`src/rtl/fts_relevance_rank_score_top_macros.svh`:
```
// Assertion macros shared by the relevance scorer RTL.
// Uses the clock and reset names of the including module; no other dependencies.
`ifndef FTS_RELEVANCE_RANK_SCORE_TOP_MACROS_SVH
`define FTS_RELEVANCE_RANK_SCORE_TOP_MACROS_SVH

// Same-cycle implication, checked at every rising clock edge outside reset.
`define FTS_ASSERT_IMPL(lbl, ante, cons, msg) \
   lbl: assert property (@(posedge clock) disable iff (reset) (ante) |-> (cons)) \
      else $error(msg);

// Next-cycle implication, checked at every rising clock edge outside reset.
`define FTS_ASSERT_NEXT(lbl, ante, cons, msg) \
   lbl: assert property (@(posedge clock) disable iff (reset) (ante) |=> (cons)) \
      else $error(msg);

`endif

```
`src/rtl/fts_rrs_pkg.sv`:
```
// Package for the relevance scorer: field widths, status and register codes,
// and the job record passed from the front end to the back end. No dependencies.
`timescale 1ns / 1ps

package fts_rrs_pkg;

   localparam int WORD_W      = 32;
   localparam int WEIGHT_W    = 16;
   localparam int RATIO_W     = 32;
   localparam int SCORE_W     = 48;
   localparam int STATUS_W    = 3;
   localparam int CCOUNT_W    = 3;
   localparam int CSR_INDEX_W = 3;
   localparam int CSR_DATA_W  = 16;

   localparam int DEF_MAX_COLUMNS = 6;
   localparam int DEF_MAX_PHRASES = 64;
   localparam int QUEUE_DEPTH     = 4;

   // Result status codes.
   localparam logic [STATUS_W-1:0] ST_OK       = 3'd0;
   localparam logic [STATUS_W-1:0] ST_MISMATCH = 3'd1;
   localparam logic [STATUS_W-1:0] ST_TRUNC    = 3'd2;
   localparam logic [STATUS_W-1:0] ST_PHRASES  = 3'd3;
   localparam logic [STATUS_W-1:0] ST_SAT      = 3'd4;

   // Register indexes on the configuration port.
   localparam logic [CSR_INDEX_W-1:0] CSR_COLUMN_COUNT = 3'd0;
   localparam logic [CSR_INDEX_W-1:0] CSR_WEIGHT_BASE  = 3'd1;

   localparam logic [CCOUNT_W-1:0]        COLUMN_COUNT_RESET = 3'd1;
   localparam logic signed [WEIGHT_W-1:0] WEIGHT_RESET       = 16'sd256;

   // One unit of work for the back end: a term to add, the end of a record, or both.
   typedef struct packed {
      logic                       is_term;
      logic                       is_end;
      logic [WORD_W-1:0]          hit;
      logic [WORD_W-1:0]          glob_count;
      logic signed [WEIGHT_W-1:0] weight;
      logic [STATUS_W-1:0]        end_status;
   } job_type;

   typedef struct packed {
      logic empty;
      logic full;
   } queue_flags_type;

endpackage

```
`src/rtl/fts_rrs_if.sv`:
```
// Channel interfaces of the relevance scorer: record words in, results out,
// and register writes. Depends on fts_rrs_pkg.
`timescale 1ns / 1ps

interface fts_rrs_req_if import fts_rrs_pkg::*; ();
   logic              valid;
   logic              ready;
   logic [WORD_W-1:0] matchinfo_word;
   logic              last;

   modport source (output valid, output matchinfo_word, output last, input ready);
   modport sink   (input valid, input matchinfo_word, input last, output ready);
endinterface

interface fts_rrs_rsp_if import fts_rrs_pkg::*; ();
   logic                      valid;
   logic                      ready;
   logic signed [SCORE_W-1:0] score;
   logic [STATUS_W-1:0]       status;

   modport source (output valid, output score, output status, input ready);
   modport sink   (input valid, input score, input status, output ready);
endinterface

interface fts_rrs_csr_if import fts_rrs_pkg::*; ();
   logic                   valid;
   logic                   ready;
   logic [CSR_INDEX_W-1:0] index;
   logic [CSR_DATA_W-1:0]  data;

   modport source (output valid, output index, output data, input ready);
   modport sink   (input valid, input index, input data, output ready);
endinterface

```
`src/rtl/fts_relevance_rank_score_top.sv`:
```
// Relevance scorer top level: column registers, front end, job queue, back end.
// Depends on fts_rrs_pkg, fts_rrs_if, fts_rrs_front, fts_rrs_queue and fts_rrs_back.
//
// The block takes one matchinfo record as a stream of 32-bit words and returns
// one score and status per record; the word marked last ends the record. Apart
// from that word, header words, ignored words and the words of triples with a
// zero hit count push no job to the back end. A triple with a nonzero hit count
// passes through the back end in steps: issue, the radix-2 divider (skipped when
// the ratio saturates), one multiply and one accumulate. A four-entry job queue
// lets the front end run ahead, taking words while the back end is busy until
// the queue is full. The result is registered once the output register is free
// and waits there while the next record flows in.
// Register writes are taken every cycle and must be made while the block is idle.
`timescale 1ns / 1ps

module fts_relevance_rank_score_top import fts_rrs_pkg::*; #(
   parameter int MAX_COLUMNS = DEF_MAX_COLUMNS,
   parameter int MAX_PHRASES = DEF_MAX_PHRASES
) (
   input  logic          clock,
   input  logic          reset,
   fts_rrs_req_if.sink   req_chan,
   fts_rrs_rsp_if.source rsp_chan,
   fts_rrs_csr_if.sink   csr_chan
);

   logic [CCOUNT_W-1:0]        column_count_ff;
   logic signed [WEIGHT_W-1:0] weight_ff [MAX_COLUMNS];
   logic                       csr_write;

   logic                       push;
   job_type                    push_job;
   job_type                    head;
   queue_flags_type            q_flags;
   logic                       pop;

   assign csr_chan.ready = 1'b1;
   assign csr_write      = csr_chan.valid && csr_chan.ready;

   // Weights for columns beyond MAX_COLUMNS are never read, so writes to them are dropped.
   always_ff @(posedge clock) begin
      if (reset) begin
         column_count_ff <= COLUMN_COUNT_RESET;
         for (int i = 0; i < MAX_COLUMNS; i++) begin
            weight_ff[i] <= WEIGHT_RESET;
         end
      end else if (csr_write) begin
         if (csr_chan.index == CSR_COLUMN_COUNT) begin
            column_count_ff <= csr_chan.data[CCOUNT_W-1:0];
         end
         for (int i = 0; i < MAX_COLUMNS; i++) begin
            if (csr_chan.index == CSR_INDEX_W'(int'(CSR_WEIGHT_BASE) + i)) begin
               weight_ff[i] <= csr_chan.data[WEIGHT_W-1:0];
            end
         end
      end
   end

   fts_rrs_front #(
      .MAX_COLUMNS (MAX_COLUMNS),
      .MAX_PHRASES (MAX_PHRASES)
   ) u_front (
      .clock        (clock),
      .reset        (reset),
      .req_chan     (req_chan),
      .column_count (column_count_ff),
      .weights      (weight_ff),
      .q_flags      (q_flags),
      .push         (push),
      .push_job     (push_job)
   );

   fts_rrs_queue #(
      .DEPTH (QUEUE_DEPTH)
   ) u_queue (
      .clock    (clock),
      .reset    (reset),
      .push     (push),
      .push_job (push_job),
      .pop      (pop),
      .head     (head),
      .flags    (q_flags)
   );

   fts_rrs_back u_back (
      .clock    (clock),
      .reset    (reset),
      .head     (head),
      .q_flags  (q_flags),
      .pop      (pop),
      .rsp_chan (rsp_chan)
   );

endmodule

```
`src/rtl/fts_rrs_front.sv`:
```
// Front end: parses the record word stream and turns nonzero hit triples and the
// record end into jobs for the back end. Depends on fts_rrs_pkg and fts_rrs_if.
`timescale 1ns / 1ps

module fts_rrs_front import fts_rrs_pkg::*; #(
   parameter int MAX_COLUMNS = DEF_MAX_COLUMNS,
   parameter int MAX_PHRASES = DEF_MAX_PHRASES
) (
   input  logic                       clock,
   input  logic                       reset,
   fts_rrs_req_if.sink                req_chan,
   input  logic [CCOUNT_W-1:0]        column_count,
   input  logic signed [WEIGHT_W-1:0] weights [MAX_COLUMNS],
   input  queue_flags_type            q_flags,
   output logic                       push,
   output job_type                    push_job
);

   localparam int PHRASE_W = $clog2(MAX_PHRASES + 1);
   localparam int COL_W    = (MAX_COLUMNS > 1) ? $clog2(MAX_COLUMNS) : 1;

   localparam logic [2:0] SLOT_PHRASES = 3'd0;
   localparam logic [2:0] SLOT_COLUMNS = 3'd1;
   localparam logic [2:0] SLOT_HIT     = 3'd2;
   localparam logic [2:0] SLOT_GLOBAL  = 3'd3;
   localparam logic [2:0] SLOT_SKIP    = 3'd4;
   localparam logic [2:0] SLOT_DONE    = 3'd5;

   logic [2:0]          slot_ff, slot_in;
   logic [PHRASE_W-1:0] ptotal_ff, ptotal_in;
   logic [PHRASE_W-1:0] pidx_ff, pidx_in;
   logic [COL_W-1:0]    col_ff, col_in;
   logic [WORD_W-1:0]   held_ff, held_in;
   logic [STATUS_W-1:0] fault_ff, fault_in;

   logic                accept;
   logic                term;
   logic [STATUS_W-1:0] end_status;
   logic [WORD_W-1:0]   word;

   // A transaction may push a job, so words are taken only while the queue has room.
   assign req_chan.ready = !q_flags.full;
   assign accept         = req_chan.valid && req_chan.ready;
   assign word           = req_chan.matchinfo_word;

   always_comb begin
      slot_in   = slot_ff;
      ptotal_in = ptotal_ff;
      pidx_in   = pidx_ff;
      col_in    = col_ff;
      held_in   = held_ff;
      fault_in  = fault_ff;
      term      = 1'b0;

      unique case (slot_ff)
         SLOT_PHRASES: begin
            if (word > WORD_W'(MAX_PHRASES)) begin
               fault_in = ST_PHRASES;
               slot_in  = SLOT_DONE;
            end else begin
               ptotal_in = word[PHRASE_W-1:0];
               slot_in   = SLOT_COLUMNS;
            end
         end
         SLOT_COLUMNS: begin
            if (column_count == '0 || column_count > CCOUNT_W'(MAX_COLUMNS) ||
                word != WORD_W'(column_count)) begin
               fault_in = ST_MISMATCH;
               slot_in  = SLOT_DONE;
            end else begin
               slot_in = (ptotal_ff == '0) ? SLOT_DONE : SLOT_HIT;
            end
         end
         SLOT_HIT: begin
            held_in = word;
            slot_in = SLOT_GLOBAL;
         end
         SLOT_GLOBAL: begin
            term    = (held_ff != '0);
            slot_in = SLOT_SKIP;
         end
         SLOT_SKIP: begin
            slot_in = SLOT_HIT;
            if ((int'(col_ff) + 1) >= int'(column_count)) begin
               col_in  = '0;
               pidx_in = PHRASE_W'(pidx_ff + 1'b1);
               if ((int'(pidx_ff) + 1) >= int'(ptotal_ff)) begin
                  slot_in = SLOT_DONE;
               end
            end else begin
               col_in = COL_W'(col_ff + 1'b1);
            end
         end
         SLOT_DONE: begin
         end
         default: begin
         end
      endcase

      if (fault_in == ST_PHRASES || fault_in == ST_MISMATCH) begin
         end_status = fault_in;
      end else if (slot_in != SLOT_DONE) begin
         end_status = ST_TRUNC;
      end else begin
         end_status = ST_OK;
      end

      // The record is cleared as soon as its last word has been taken.
      if (req_chan.last) begin
         slot_in   = SLOT_PHRASES;
         ptotal_in = '0;
         pidx_in   = '0;
         col_in    = '0;
         held_in   = '0;
         fault_in  = ST_OK;
      end
   end

   assign push                = accept && (term || req_chan.last);
   assign push_job.is_term    = term;
   assign push_job.is_end     = req_chan.last;
   assign push_job.hit        = held_ff;
   assign push_job.glob_count = word;
   assign push_job.weight     = weights[col_ff];
   assign push_job.end_status = end_status;

   always_ff @(posedge clock) begin
      if (reset) begin
         slot_ff   <= SLOT_PHRASES;
         ptotal_ff <= '0;
         pidx_ff   <= '0;
         col_ff    <= '0;
         held_ff   <= '0;
         fault_ff  <= ST_OK;
      end else if (accept) begin
         slot_ff   <= slot_in;
         ptotal_ff <= ptotal_in;
         pidx_ff   <= pidx_in;
         col_ff    <= col_in;
         held_ff   <= held_in;
         fault_ff  <= fault_in;
      end
   end

endmodule

```
`src/rtl/fts_rrs_queue.sv`:
```
// Short job queue between the front end and the back end, built from registers.
// Depends on fts_rrs_pkg and the assertion macro header.
`timescale 1ns / 1ps
`include "fts_relevance_rank_score_top_macros.svh"

module fts_rrs_queue import fts_rrs_pkg::*; #(
   parameter int DEPTH = QUEUE_DEPTH
) (
   input  logic            clock,
   input  logic            reset,
   input  logic            push,
   input  job_type         push_job,
   input  logic            pop,
   output job_type         head,
   output queue_flags_type flags
);

   localparam int PTR_W = (DEPTH > 1) ? $clog2(DEPTH) : 1;
   localparam int CNT_W = $clog2(DEPTH + 1);

   job_type          slots_ff [DEPTH];
   logic [PTR_W-1:0] wr_ptr_ff, rd_ptr_ff;
   logic [CNT_W-1:0] count_ff;
   logic             do_push, do_pop;

   assign flags.empty = (count_ff == '0);
   assign flags.full  = (count_ff == CNT_W'(DEPTH));
   assign do_push     = push && !flags.full;
   assign do_pop      = pop && !flags.empty;
   assign head        = slots_ff[rd_ptr_ff];

   always_ff @(posedge clock) begin
      if (do_push) begin
         slots_ff[wr_ptr_ff] <= push_job;
      end
   end

   always_ff @(posedge clock) begin
      if (reset) begin
         wr_ptr_ff <= '0;
         rd_ptr_ff <= '0;
         count_ff  <= '0;
      end else begin
         if (do_push) begin
            wr_ptr_ff <= (wr_ptr_ff == PTR_W'(DEPTH - 1)) ? '0 : PTR_W'(wr_ptr_ff + 1'b1);
         end
         if (do_pop) begin
            rd_ptr_ff <= (rd_ptr_ff == PTR_W'(DEPTH - 1)) ? '0 : PTR_W'(rd_ptr_ff + 1'b1);
         end
         if (do_push && !do_pop) begin
            count_ff <= CNT_W'(count_ff + 1'b1);
         end else if (do_pop && !do_push) begin
            count_ff <= CNT_W'(count_ff - 1'b1);
         end
      end
   end

   `FTS_ASSERT_IMPL(a_count_range, 1'b1, count_ff <= CNT_W'(DEPTH), "queue count over depth")
   `FTS_ASSERT_IMPL(a_pop_nonempty, pop, !flags.empty, "pop from an empty queue")
   `FTS_ASSERT_NEXT(a_push_pop_hold, do_push && do_pop, $stable(count_ff), "count moved on push and pop")

endmodule

```
`src/rtl/fts_rrs_back.sv`:
```
// Back end: divides hit by global count, weights the ratio, adds it to the
// saturating score and delivers the result. Depends on fts_rrs_pkg, fts_rrs_if, macros.
`timescale 1ns / 1ps
`include "fts_relevance_rank_score_top_macros.svh"

module fts_rrs_back import fts_rrs_pkg::*; (
   input  logic            clock,
   input  logic            reset,
   input  job_type         head,
   input  queue_flags_type q_flags,
   output logic            pop,
   fts_rrs_rsp_if.source   rsp_chan
);

   localparam logic [2:0] S_IDLE = 3'd0;
   localparam logic [2:0] S_DIV  = 3'd1;
   localparam logic [2:0] S_MUL  = 3'd2;
   localparam logic [2:0] S_ACC  = 3'd3;
   localparam logic [2:0] S_OUT  = 3'd4;

   localparam int STEP_W = $clog2(RATIO_W);
   localparam int HALF_W = WORD_W / 2;

   localparam logic signed [SCORE_W-1:0] SUM_MAX = {1'b0, {(SCORE_W-1){1'b1}}};
   localparam logic signed [SCORE_W-1:0] SUM_MIN = {1'b1, {(SCORE_W-1){1'b0}}};

   logic [2:0]                 state_ff, state_in;
   logic [STEP_W-1:0]          step_ff, step_in;
   logic [WORD_W-1:0]          div_ff, div_in;
   logic [WORD_W-1:0]          rem_ff, rem_in;
   logic [RATIO_W-1:0]         quo_ff, quo_in;
   logic signed [WEIGHT_W-1:0] weight_ff, weight_in;
   logic                       is_end_ff, is_end_in;
   logic [STATUS_W-1:0]        end_status_ff, end_status_in;
   logic signed [SCORE_W-1:0]  term_ff, term_in;
   logic signed [SCORE_W-1:0]  sum_ff, sum_in;
   logic                       sat_ff, sat_in;
   logic                       rsp_valid_ff, rsp_valid_in;
   logic signed [SCORE_W-1:0]  rsp_score_ff, rsp_score_in;
   logic [STATUS_W-1:0]        rsp_status_ff, rsp_status_in;

   logic [WORD_W:0]            trial;
   logic [WORD_W:0]            trial_diff;
   logic signed [SCORE_W:0]    product;
   logic signed [SCORE_W:0]    wide_sum;
   logic                       out_free;

   // One restoring step: shift in the next dividend bit and subtract when it fits.
   assign trial      = {rem_ff, quo_ff[RATIO_W-1]};
   assign trial_diff = trial - {1'b0, div_ff};
   assign product    = $signed({1'b0, quo_ff}) * weight_ff;
   assign wide_sum   = {sum_ff[SCORE_W-1], sum_ff} + {term_ff[SCORE_W-1], term_ff};
   assign out_free   = !rsp_valid_ff || rsp_chan.ready;

   assign pop = (state_ff == S_IDLE) && !q_flags.empty;

   always_comb begin
      state_in      = state_ff;
      step_in       = step_ff;
      div_in        = div_ff;
      rem_in        = rem_ff;
      quo_in        = quo_ff;
      weight_in     = weight_ff;
      is_end_in     = is_end_ff;
      end_status_in = end_status_ff;
      term_in       = term_ff;
      sum_in        = sum_ff;
      sat_in        = sat_ff;
      rsp_valid_in  = rsp_valid_ff && !rsp_chan.ready;
      rsp_score_in  = rsp_score_ff;
      rsp_status_in = rsp_status_ff;

      unique case (state_ff)
         S_IDLE: begin
            if (!q_flags.empty) begin
               weight_in     = head.weight;
               is_end_in     = head.is_end;
               end_status_in = head.end_status;
               if (head.is_term) begin
                  // The quotient overflows 32 bits exactly when hit / 2^16 >= global,
                  // which also covers a zero global count.
                  if (WORD_W'(head.hit[WORD_W-1:HALF_W]) >= head.glob_count) begin
                     quo_in   = '1;
                     state_in = S_MUL;
                  end else begin
                     div_in   = head.glob_count;
                     rem_in   = WORD_W'(head.hit[WORD_W-1:HALF_W]);
                     quo_in   = {head.hit[HALF_W-1:0], {HALF_W{1'b0}}};
                     step_in  = '1;
                     state_in = S_DIV;
                  end
               end else begin
                  state_in = S_OUT;
               end
            end
         end
         S_DIV: begin
            if (!trial_diff[WORD_W]) begin
               rem_in = trial_diff[WORD_W-1:0];
               quo_in = {quo_ff[RATIO_W-2:0], 1'b1};
            end else begin
               rem_in = trial[WORD_W-1:0];
               quo_in = {quo_ff[RATIO_W-2:0], 1'b0};
            end
            step_in = STEP_W'(step_ff - 1'b1);
            if (step_ff == '0) begin
               state_in = S_MUL;
            end
         end
         S_MUL: begin
            // The magnitude of ratio times weight stays below 2^47.
            term_in  = product[SCORE_W-1:0];
            state_in = S_ACC;
         end
         S_ACC: begin
            if (wide_sum[SCORE_W] != wide_sum[SCORE_W-1]) begin
               sum_in = wide_sum[SCORE_W] ? SUM_MIN : SUM_MAX;
               sat_in = 1'b1;
            end else begin
               sum_in = wide_sum[SCORE_W-1:0];
            end
            state_in = is_end_ff ? S_OUT : S_IDLE;
         end
         S_OUT: begin
            if (out_free) begin
               rsp_valid_in = 1'b1;
               if (end_status_ff == ST_OK) begin
                  rsp_status_in = sat_ff ? ST_SAT : ST_OK;
                  rsp_score_in  = sum_ff;
               end else begin
                  rsp_status_in = end_status_ff;
                  rsp_score_in  = '0;
               end
               sum_in   = '0;
               sat_in   = 1'b0;
               state_in = S_IDLE;
            end
         end
         default: begin
            state_in = S_IDLE;
         end
      endcase
   end

   always_ff @(posedge clock) begin
      if (reset) begin
         state_ff     <= S_IDLE;
         sum_ff       <= '0;
         sat_ff       <= 1'b0;
         rsp_valid_ff <= 1'b0;
      end else begin
         state_ff     <= state_in;
         sum_ff       <= sum_in;
         sat_ff       <= sat_in;
         rsp_valid_ff <= rsp_valid_in;
      end
   end

   always_ff @(posedge clock) begin
      step_ff       <= step_in;
      div_ff        <= div_in;
      rem_ff        <= rem_in;
      quo_ff        <= quo_in;
      weight_ff     <= weight_in;
      is_end_ff     <= is_end_in;
      end_status_ff <= end_status_in;
      term_ff       <= term_in;
      rsp_score_ff  <= rsp_score_in;
      rsp_status_ff <= rsp_status_in;
   end

   assign rsp_chan.valid  = rsp_valid_ff;
   assign rsp_chan.score  = rsp_score_ff;
   assign rsp_chan.status = rsp_status_ff;

   `FTS_ASSERT_IMPL(a_div_nonzero, state_ff == S_DIV, div_ff != '0, "divide with zero divisor")
   `FTS_ASSERT_IMPL(a_rsp_from_out, $rose(rsp_valid_ff), $past(state_ff) == S_OUT, "result outside output step")
   `FTS_ASSERT_IMPL(a_err_score_zero, rsp_valid_ff && rsp_status_ff != ST_OK && rsp_status_ff != ST_SAT, rsp_score_ff == '0, "error result carries a score")

endmodule

```
`src/flat_wrapper.sv`:
```
// flat-port wrapper written by rule: the top's interface ports become plain ports
module fts_relevance_rank_score_top_flat import fts_rrs_pkg::*;
#(
   parameter int MAX_COLUMNS = DEF_MAX_COLUMNS,
   parameter int MAX_PHRASES = DEF_MAX_PHRASES
)
  (clock, reset, req_chan_valid, req_chan_matchinfo_word, req_chan_last, req_chan_ready, rsp_chan_valid, rsp_chan_score, rsp_chan_status, rsp_chan_ready, csr_chan_valid, csr_chan_index, csr_chan_data, csr_chan_ready);
  fts_rrs_req_if req_chan_i ();
  fts_rrs_rsp_if rsp_chan_i ();
  fts_rrs_csr_if csr_chan_i ();
  input  logic clock;
  input  logic reset;
  input wire logic [$bits(req_chan_i.valid)-1:0] req_chan_valid;
  input wire logic [$bits(req_chan_i.matchinfo_word)-1:0] req_chan_matchinfo_word;
  input wire logic [$bits(req_chan_i.last)-1:0] req_chan_last;
  output wire logic [$bits(req_chan_i.ready)-1:0] req_chan_ready;
  output wire logic [$bits(rsp_chan_i.valid)-1:0] rsp_chan_valid;
  output wire logic [$bits(rsp_chan_i.score)-1:0] rsp_chan_score;
  output wire logic [$bits(rsp_chan_i.status)-1:0] rsp_chan_status;
  input wire logic [$bits(rsp_chan_i.ready)-1:0] rsp_chan_ready;
  input wire logic [$bits(csr_chan_i.valid)-1:0] csr_chan_valid;
  input wire logic [$bits(csr_chan_i.index)-1:0] csr_chan_index;
  input wire logic [$bits(csr_chan_i.data)-1:0] csr_chan_data;
  output wire logic [$bits(csr_chan_i.ready)-1:0] csr_chan_ready;
  assign req_chan_i.valid = req_chan_valid;
  assign req_chan_i.matchinfo_word = req_chan_matchinfo_word;
  assign req_chan_i.last = req_chan_last;
  assign req_chan_ready = req_chan_i.ready;
  assign rsp_chan_valid = rsp_chan_i.valid;
  assign rsp_chan_score = rsp_chan_i.score;
  assign rsp_chan_status = rsp_chan_i.status;
  assign rsp_chan_i.ready = rsp_chan_ready;
  assign csr_chan_i.valid = csr_chan_valid;
  assign csr_chan_i.index = csr_chan_index;
  assign csr_chan_i.data = csr_chan_data;
  assign csr_chan_ready = csr_chan_i.ready;
  fts_relevance_rank_score_top #(.MAX_COLUMNS(MAX_COLUMNS), .MAX_PHRASES(MAX_PHRASES)) u_core (.clock(clock), .reset(reset), .req_chan(req_chan_i), .rsp_chan(rsp_chan_i), .csr_chan(csr_chan_i));
endmodule
```
`config.mk`:
```
export PLATFORM = sky130hd
export DESIGN_NAME = fts_relevance_rank_score_top_flat
export DESIGN_NICKNAME = d
export VERILOG_FILES = /design/src/rtl/fts_rrs_pkg.sv /design/src/rtl/fts_rrs_if.sv /design/src/rtl/fts_relevance_rank_score_top.sv /design/src/rtl/fts_rrs_front.sv /design/src/rtl/fts_rrs_queue.sv /design/src/rtl/fts_rrs_back.sv /design/src/flat_wrapper.sv
export VERILOG_INCLUDE_DIRS = /design/src /design/src/rtl
export SDC_FILE = /design/constraint.sdc
export NUM_CORES = 2
export LEC_CHECK = 0
export BUFFER_PORTS_ARGS = -buffer_cell sky130_fd_sc_hd__clkbuf_2
export CAP_MARGIN = 30
export CORE_ASPECT_RATIO = 2
export CORE_MARGIN = 2
export CORE_UTILIZATION = 30
export DETAILED_ROUTE_END_ITERATION = 7
export PLACE_DENSITY_LB_ADDON = 0.2
export SLEW_MARGIN = 40
export SYNTH_ARGS = -nofsm -noshare
export SYNTH_HDL_FRONTEND = slang
export SYNTH_SLANG_ARGS = --single-unit
```
`constraint.sdc`:
```
create_clock -name clock -period 11.8 [get_ports clock]
set_clock_uncertainty 0.1 [all_clocks]
set_input_delay 2.36 -clock clock [delete_from_list [all_inputs] [get_ports clock]]
set_output_delay 2.36 -clock clock [all_outputs]
set_load 0.005 [all_outputs]
```
After elaboration in Yosys (flattened, before gate mapping)
Memories as Yosys holds them, arrays and structs flattened. A register that Yosys moved wholly into a read port is not among the register bits.
Cells that the tools add are included.
- bits in latches: 0
- memory bits (read-only): 0
- memories: 1
- RAM bits: 340
- register bits after elaboration: 434
- output and inout bits: 54
- input port bits: 57
- shifts and indexed selects: 0
- divide/modulo/power cells: 0
- equal/unequal tests: 29
- bitwise operators: 3
- $add $sub $neg: 11
- $mul: 1
- reduce and logical (&&, ||, !) cells: 54
- muxes and demuxes: 68
- magnitude comparators: 6
- memories (name ; words ; width ; rd ports ; clocked after Yosys merged registers in ; write ports ; RTL line ; text):
    u_core.u_queue.slots_ff ; 4 ; 85 ; 1 ; 1 ; 1 ; fts_rrs_queue.sv:21 ; job_type slots_ff [DEPTH];
- operators with widths (cell ; count):
    2-to-1 mux 32 bit ; 9
    2-to-1 mux 48 bit ; 3
    one-hot mux 32 bit (2 select lines) ; 2
    one-hot mux 48 bit (2 select lines) ; 1
    2-to-1 mux 3 bit ; 22
    adder 48 x 48 -> 49 bit ; 1
    binary-select mux 16 bit (select 3 bit) ; 1
    multiplier 33 x 16 -> 48 bit ; 1
    2-to-1 mux 7 bit ; 6
    subtractor 33 x 32 -> 33 bit ; 1
    >= comparator 16 x 32 -> 1 bit ; 1
    greater-than comparator 32 x 7 -> 1 bit, second input constant ; 1
    2-to-1 mux 16 bit ; 2
    != test 32 x 3 -> 1 bit ; 1
    nonzero test 32 bit ; 1
    one-hot mux 3 bit (5 select lines) ; 2
    AND reduction 2 bit ; 12
    == test 3 x 2 -> 1 bit, second input constant ; 7
    == test 3 bit, second input constant ; 6
    zero test 3 bit ; 6
    2-to-1 mux 5 bit ; 3
    AND reduction 3 bit ; 5
    nonzero test 2 bit ; 7
    == test 3 x 1 -> 1 bit, second input constant ; 4
    29 further kinds ; 67

Logic depth before layout (Yosys ltp)
- depth after elaboration: 9
- gate-level depth with buffers: 25
- gate-level depth less buffers: 24

Hierarchy
Synthesis repeated with hierarchy kept, for this count alone.
- cell total of the unflattened synthesis: 4671
- area, all modules: 52176.3 sq um
- by module, submodules not included (module ; cells an instance ; area an instance (sq um) ; instances):
    fts_rrs_back ; 3394 ; 31684.1 ; 1
    fts_rrs_queue ; 494 ; 12789.8 ; 1
    fts_relevance_rank_score_top ; 350 ; 3903.7 ; 1
    fts_rrs_front ; 433 ; 3798.6 ; 1

Worst setup path before layout
No wires, ideal clock.
- kind: register to register
- from: reg u_core.u_back.weight_ff[15]
- to: reg u_core.u_back.term_ff[45], data pin
- path slack: 4.872 ns
- required time: 11.439 ns
- arrival: 6.567 ns
- period minus slack after synthesis: 6.928 ns
- cell stages (with the launch flop): 23
- setup time: 0.261 ns
- path buffers: 2
- cells stage by stage: edfxtp_1 -> clkbuf_1 -> inv_1 -> clkbuf_1 -> nor2_1 -> fa_1 -> fa_1 -> fa_1 -> fa_1 -> fa_1 -> inv_1 -> fa_1 -> inv_1 -> ha_1 -> a21o_1 -> a21oi_1 -> nor2b_1 -> o311a_1 -> nor3_1 -> a21oi_1 -> o31ai_1 -> o31ai_1 -> a311o_1
- cells in the longest elaborated chain, start to end: 1
- ends and longest elaborated chain (what ; RTL line ; text):
    from (decl) ; fts_rrs_back.sv:32 ; logic signed [WEIGHT_W-1:0] weight_ff, weight_in;
    from (signal assigned) ; fts_rrs_back.sv:164 ; weight_ff <= weight_in;
    multiplier 33 x 16 -> 48 bit ; fts_rrs_back.sv:51 ; assign product = $signed({1'b0, quo_ff}) * weight_ff;
    via u_core.u_back.product[45] ; fts_rrs_back.sv:44 ; logic signed [SCORE_W:0] product;
    to (signal assigned) ; fts_rrs_back.sv:167 ; term_ff <= term_in;
    to (decl) ; fts_rrs_back.sv:35 ; logic signed [SCORE_W-1:0] term_ff, term_in;
The timed path passes the listed nets, and every way through them passes these cells.
A chain may end at the register's enable or synchronous reset.

Final worst setup path
Same ends and word-level chain as after synthesis.

==> metrics.txt <==
via-per-instance ratio=around 4.8; element type at the critical path start=register; Starting DRT DRC Count=about 1.7k; cell with the most instances after synthesis=nand2_1; Nets=5541; outcome=completed; Yosys top cell by area=edfxtp_1; Slew @ Worst Pin=0.872 ns; CTS sink cnt=776; Setup violations, final=0; clk_lat worst skew=roughly 0.68 ns; class of the worst hold path=reg -> reg; Core ar.=between 0.15 and 0.2 sq mm; dpl hpwl=106 mm; Synth top area share=0.328; Peak Freq=123 MHz; Avg Inst Size Synth=about 11 sq um; Critical Path Fanout Max=24; CP endpoint kind=register; gr ovfl total=0; most used cell, CP=fa_1; Num CTS Buffers=78; clk buf depth=3; DIE WIDTH=296 um; Final Critical Period=about 8.2 ns; buffer count from post-CTS setup fixing=0; Reg clk slew, reported paths=0.07 ns; CTS root buffer=clkbuf_16; Die ar.=about 0.17 sq mm; pin count of the biggest net entering global routing=74; max-cap violations=0; synthesis-to-finish area growth=11.2%; Hold Path Cell Cnt=2; Max Slew Vio Count=0; post_cts resized=0; Worst EP required=12.10 ns; fin area=~0.057 sq mm; H-tree Lvls=3; Ys Warns=0; vias in the first global route=~37k; worst setup path category=reg -> reg; Antenna Nets Post-Route=0; Register Area=around 0.021 sq mm; CP max stage cell=edfxtp_1; via count=about 34k; Residual DRC=0; share of layout cells above drive strength 1=0.0921; synth cell count leaders=nand2_1 (664), inv_1 (645), edfxtp_1 (560); Worst path max stage delay=0.89 ns; overall global routing resource usage=0.164; CTS tree=built; worst path cell trace=inv_1 -> buf_4 -> nor2_1 -> fa_1 -> fa_1 -> fa_1 -> fa_1 -> fa_1 -> inv_1 -> fa_1 -> inv_1 -> ha_1 -> nand3_1 -> nor4_1 -> nor2_1 -> a21oi_1 -> o31ai_1 -> o31ai_1 -> nor4_1 -> a311o_1; asr flop ratio synth=0; first-pass GRT wire length=around 220 mm; Seq/Total Area, Yosys=0.412; Setup TNS=0 ns; initial core utilization=0.302; RSZ-0062 raised after global routing=false; main flop type after synthesis=edfxtp_1; multi-input logic area=0.0270 sq mm; Rows=about 210; Hold WS=about 0.35 ns; Worst R2R Path Depth=20; number of synthesized flops with an enable pin=560; DRT Pass-1 Iters=6; Tcrit/Tclk final=0.691; Cell Count Post-Placement=about 7k; Synth Instances=approximately 4.8k; Syn Std Cell Area=just over 0.05 sq mm; hold buffers post-CTS=0; Top Ports=111; top cells by area, synth=edfxtp_1 (33%), fa_1 (16%), dfxtp_1 (8.4%); fill count=about 17k; WL per Instance=approximately 20 um; non-filler cells, final=7134; Yosys reg bits=776; Die H=about 600 um; IO buf count=109; Hold Vio Cnt, Final=0; worst relative slew slack=0.418; crit path DAT=8.45 ns; DRT Wirelength=around 140 mm; Yosys cell types=85; initial antenna violation count=2; setup slack, reg-to-reg=roughly 3.6 ns; placer congestion estimate=approximately 0.84; Placement Cell Area=~0.054 sq mm
## routing by layer
metal / global-route usage / wire length, um / part of all wire / vias up
li1: - / - / - / 16065
met1: 0.169 / 51300 / 0.36 / 17203
met2: 0.336 / 82500 / 0.58 / 606
met3: 0.0157 / 3940 / 0.028 / 206
met4: 0.0557 / 4570 / 0.032 / 0
met5: 0 / 0 / 0 / -
## path summary, 6_finish.rpt
path                               start                        end
min                 u_core.weight_ff[45]       u_core.weight_ff[45]
min reg2reg         u_core.weight_ff[45]       u_core.weight_ff[45]
max          u_core.u_back.weight_ff[15]  u_core.u_back.term_ff[45]
max reg2reg  u_core.u_back.weight_ff[15]  u_core.u_back.term_ff[45]
## cell type report
| class | instances | area share |
|---|---|---|
| antenna | 2 | 0.0000878 |
| clock inverter | 47 | 0.00891 |
| tap | 2268 | 0.0498 |
| multi-input combinational | 3131 | 0.473 |
| timing repair buffer | 167 | 0.0181 |
| sequential | 776 | 0.371 |
| clock buffer | 98 | 0.0370 |
| inverter | 645 | 0.0425 |
## stage by stage
stage	utilization	worst slack, ns
6_report	0.336	3.65
5_1_grt	0.336	3.39
4_1_cts	0.336	3.67
3_5_place_dp	0.320	3.74
3_3_place_gp	0.320	3.72
2_1_floorplan	-	4.87
## state kept, by name, indices dropped and copies added, names as in the netlist, 3 cells and up, named ones only
signal and flops:
u_core.u_queue.slots_ff 340, u_core.weight_ff 96, u_core.u_back.rsp_chan.score 48, u_core.u_back.sum_ff 48
u_core.u_back.term_ff 48, u_core.u_back.div_ff 32, u_core.u_back.quo_ff 32, u_core.u_back.rem_ff 32
u_core.u_front.held_ff 32, u_core.u_back.weight_ff 16, u_core.u_front.pidx_ff 7, u_core.u_front.ptotal_ff 7
u_core.u_back.step_ff 5, u_core.column_count_ff 3, u_core.u_back.end_status_ff 3, u_core.u_back.rsp_chan.status 3
u_core.u_back.state_ff 3, u_core.u_front.col_ff 3, u_core.u_front.fault_ff 3, u_core.u_front.slot_ff 3
u_core.u_queue.count_ff 3
## critical path, delay by kind of cell, from the launching register on
kind,cells,cell delay [ns]
simple gates,5,1.25
flops,1,0.89
compound gates,4,1.72
buf+inv,4,0.43
fa+ha+maj,7,3.46
## kinds of logic after synthesis
| kind of cell | Yosys count | synth area share |
|---|---|---|
| simple gates | 1472 | 0.135 |
| fa+ha+maj | 685 | 0.229 |
| flops | 776 | 0.412 |
| mux | 152 | 0.0544 |
| buf+inv | 875 | 0.0648 |
| compound gates | 699 | 0.0851 |
| other cells | 2 | 0.000146 |
| xor+xnor | 118 | 0.0201 |
## layout by cell type, fill, tap and decap left out, types with 19 or more instances in the layout
cell,n
o22ai_1,19
nand3_1,35
dfxtp_1,213
a22oi_1,25
inv_1,645
mux2i_1,50
buf_4,51
o21ai_1,59
mux4_2,101
edfxtp_1,560
ha_1,264
nor4_1,26
nor2b_1,33
xor2_1,43
nand2b_1,39
o21ai_0,78
xnor2_1,75
fa_1,421
o21bai_1,22
clkbuf_16,79
a21oi_1,270
nor2_1,219
a21o_1,67
nand4_1,26
nand2_1,663
nor3_1,73
clkbuf_2,108
and2_1,270
Power is left out: the tool's default activity adds up to more than one toggle a clock period on the data nets, which glitch-free logic cannot reach.
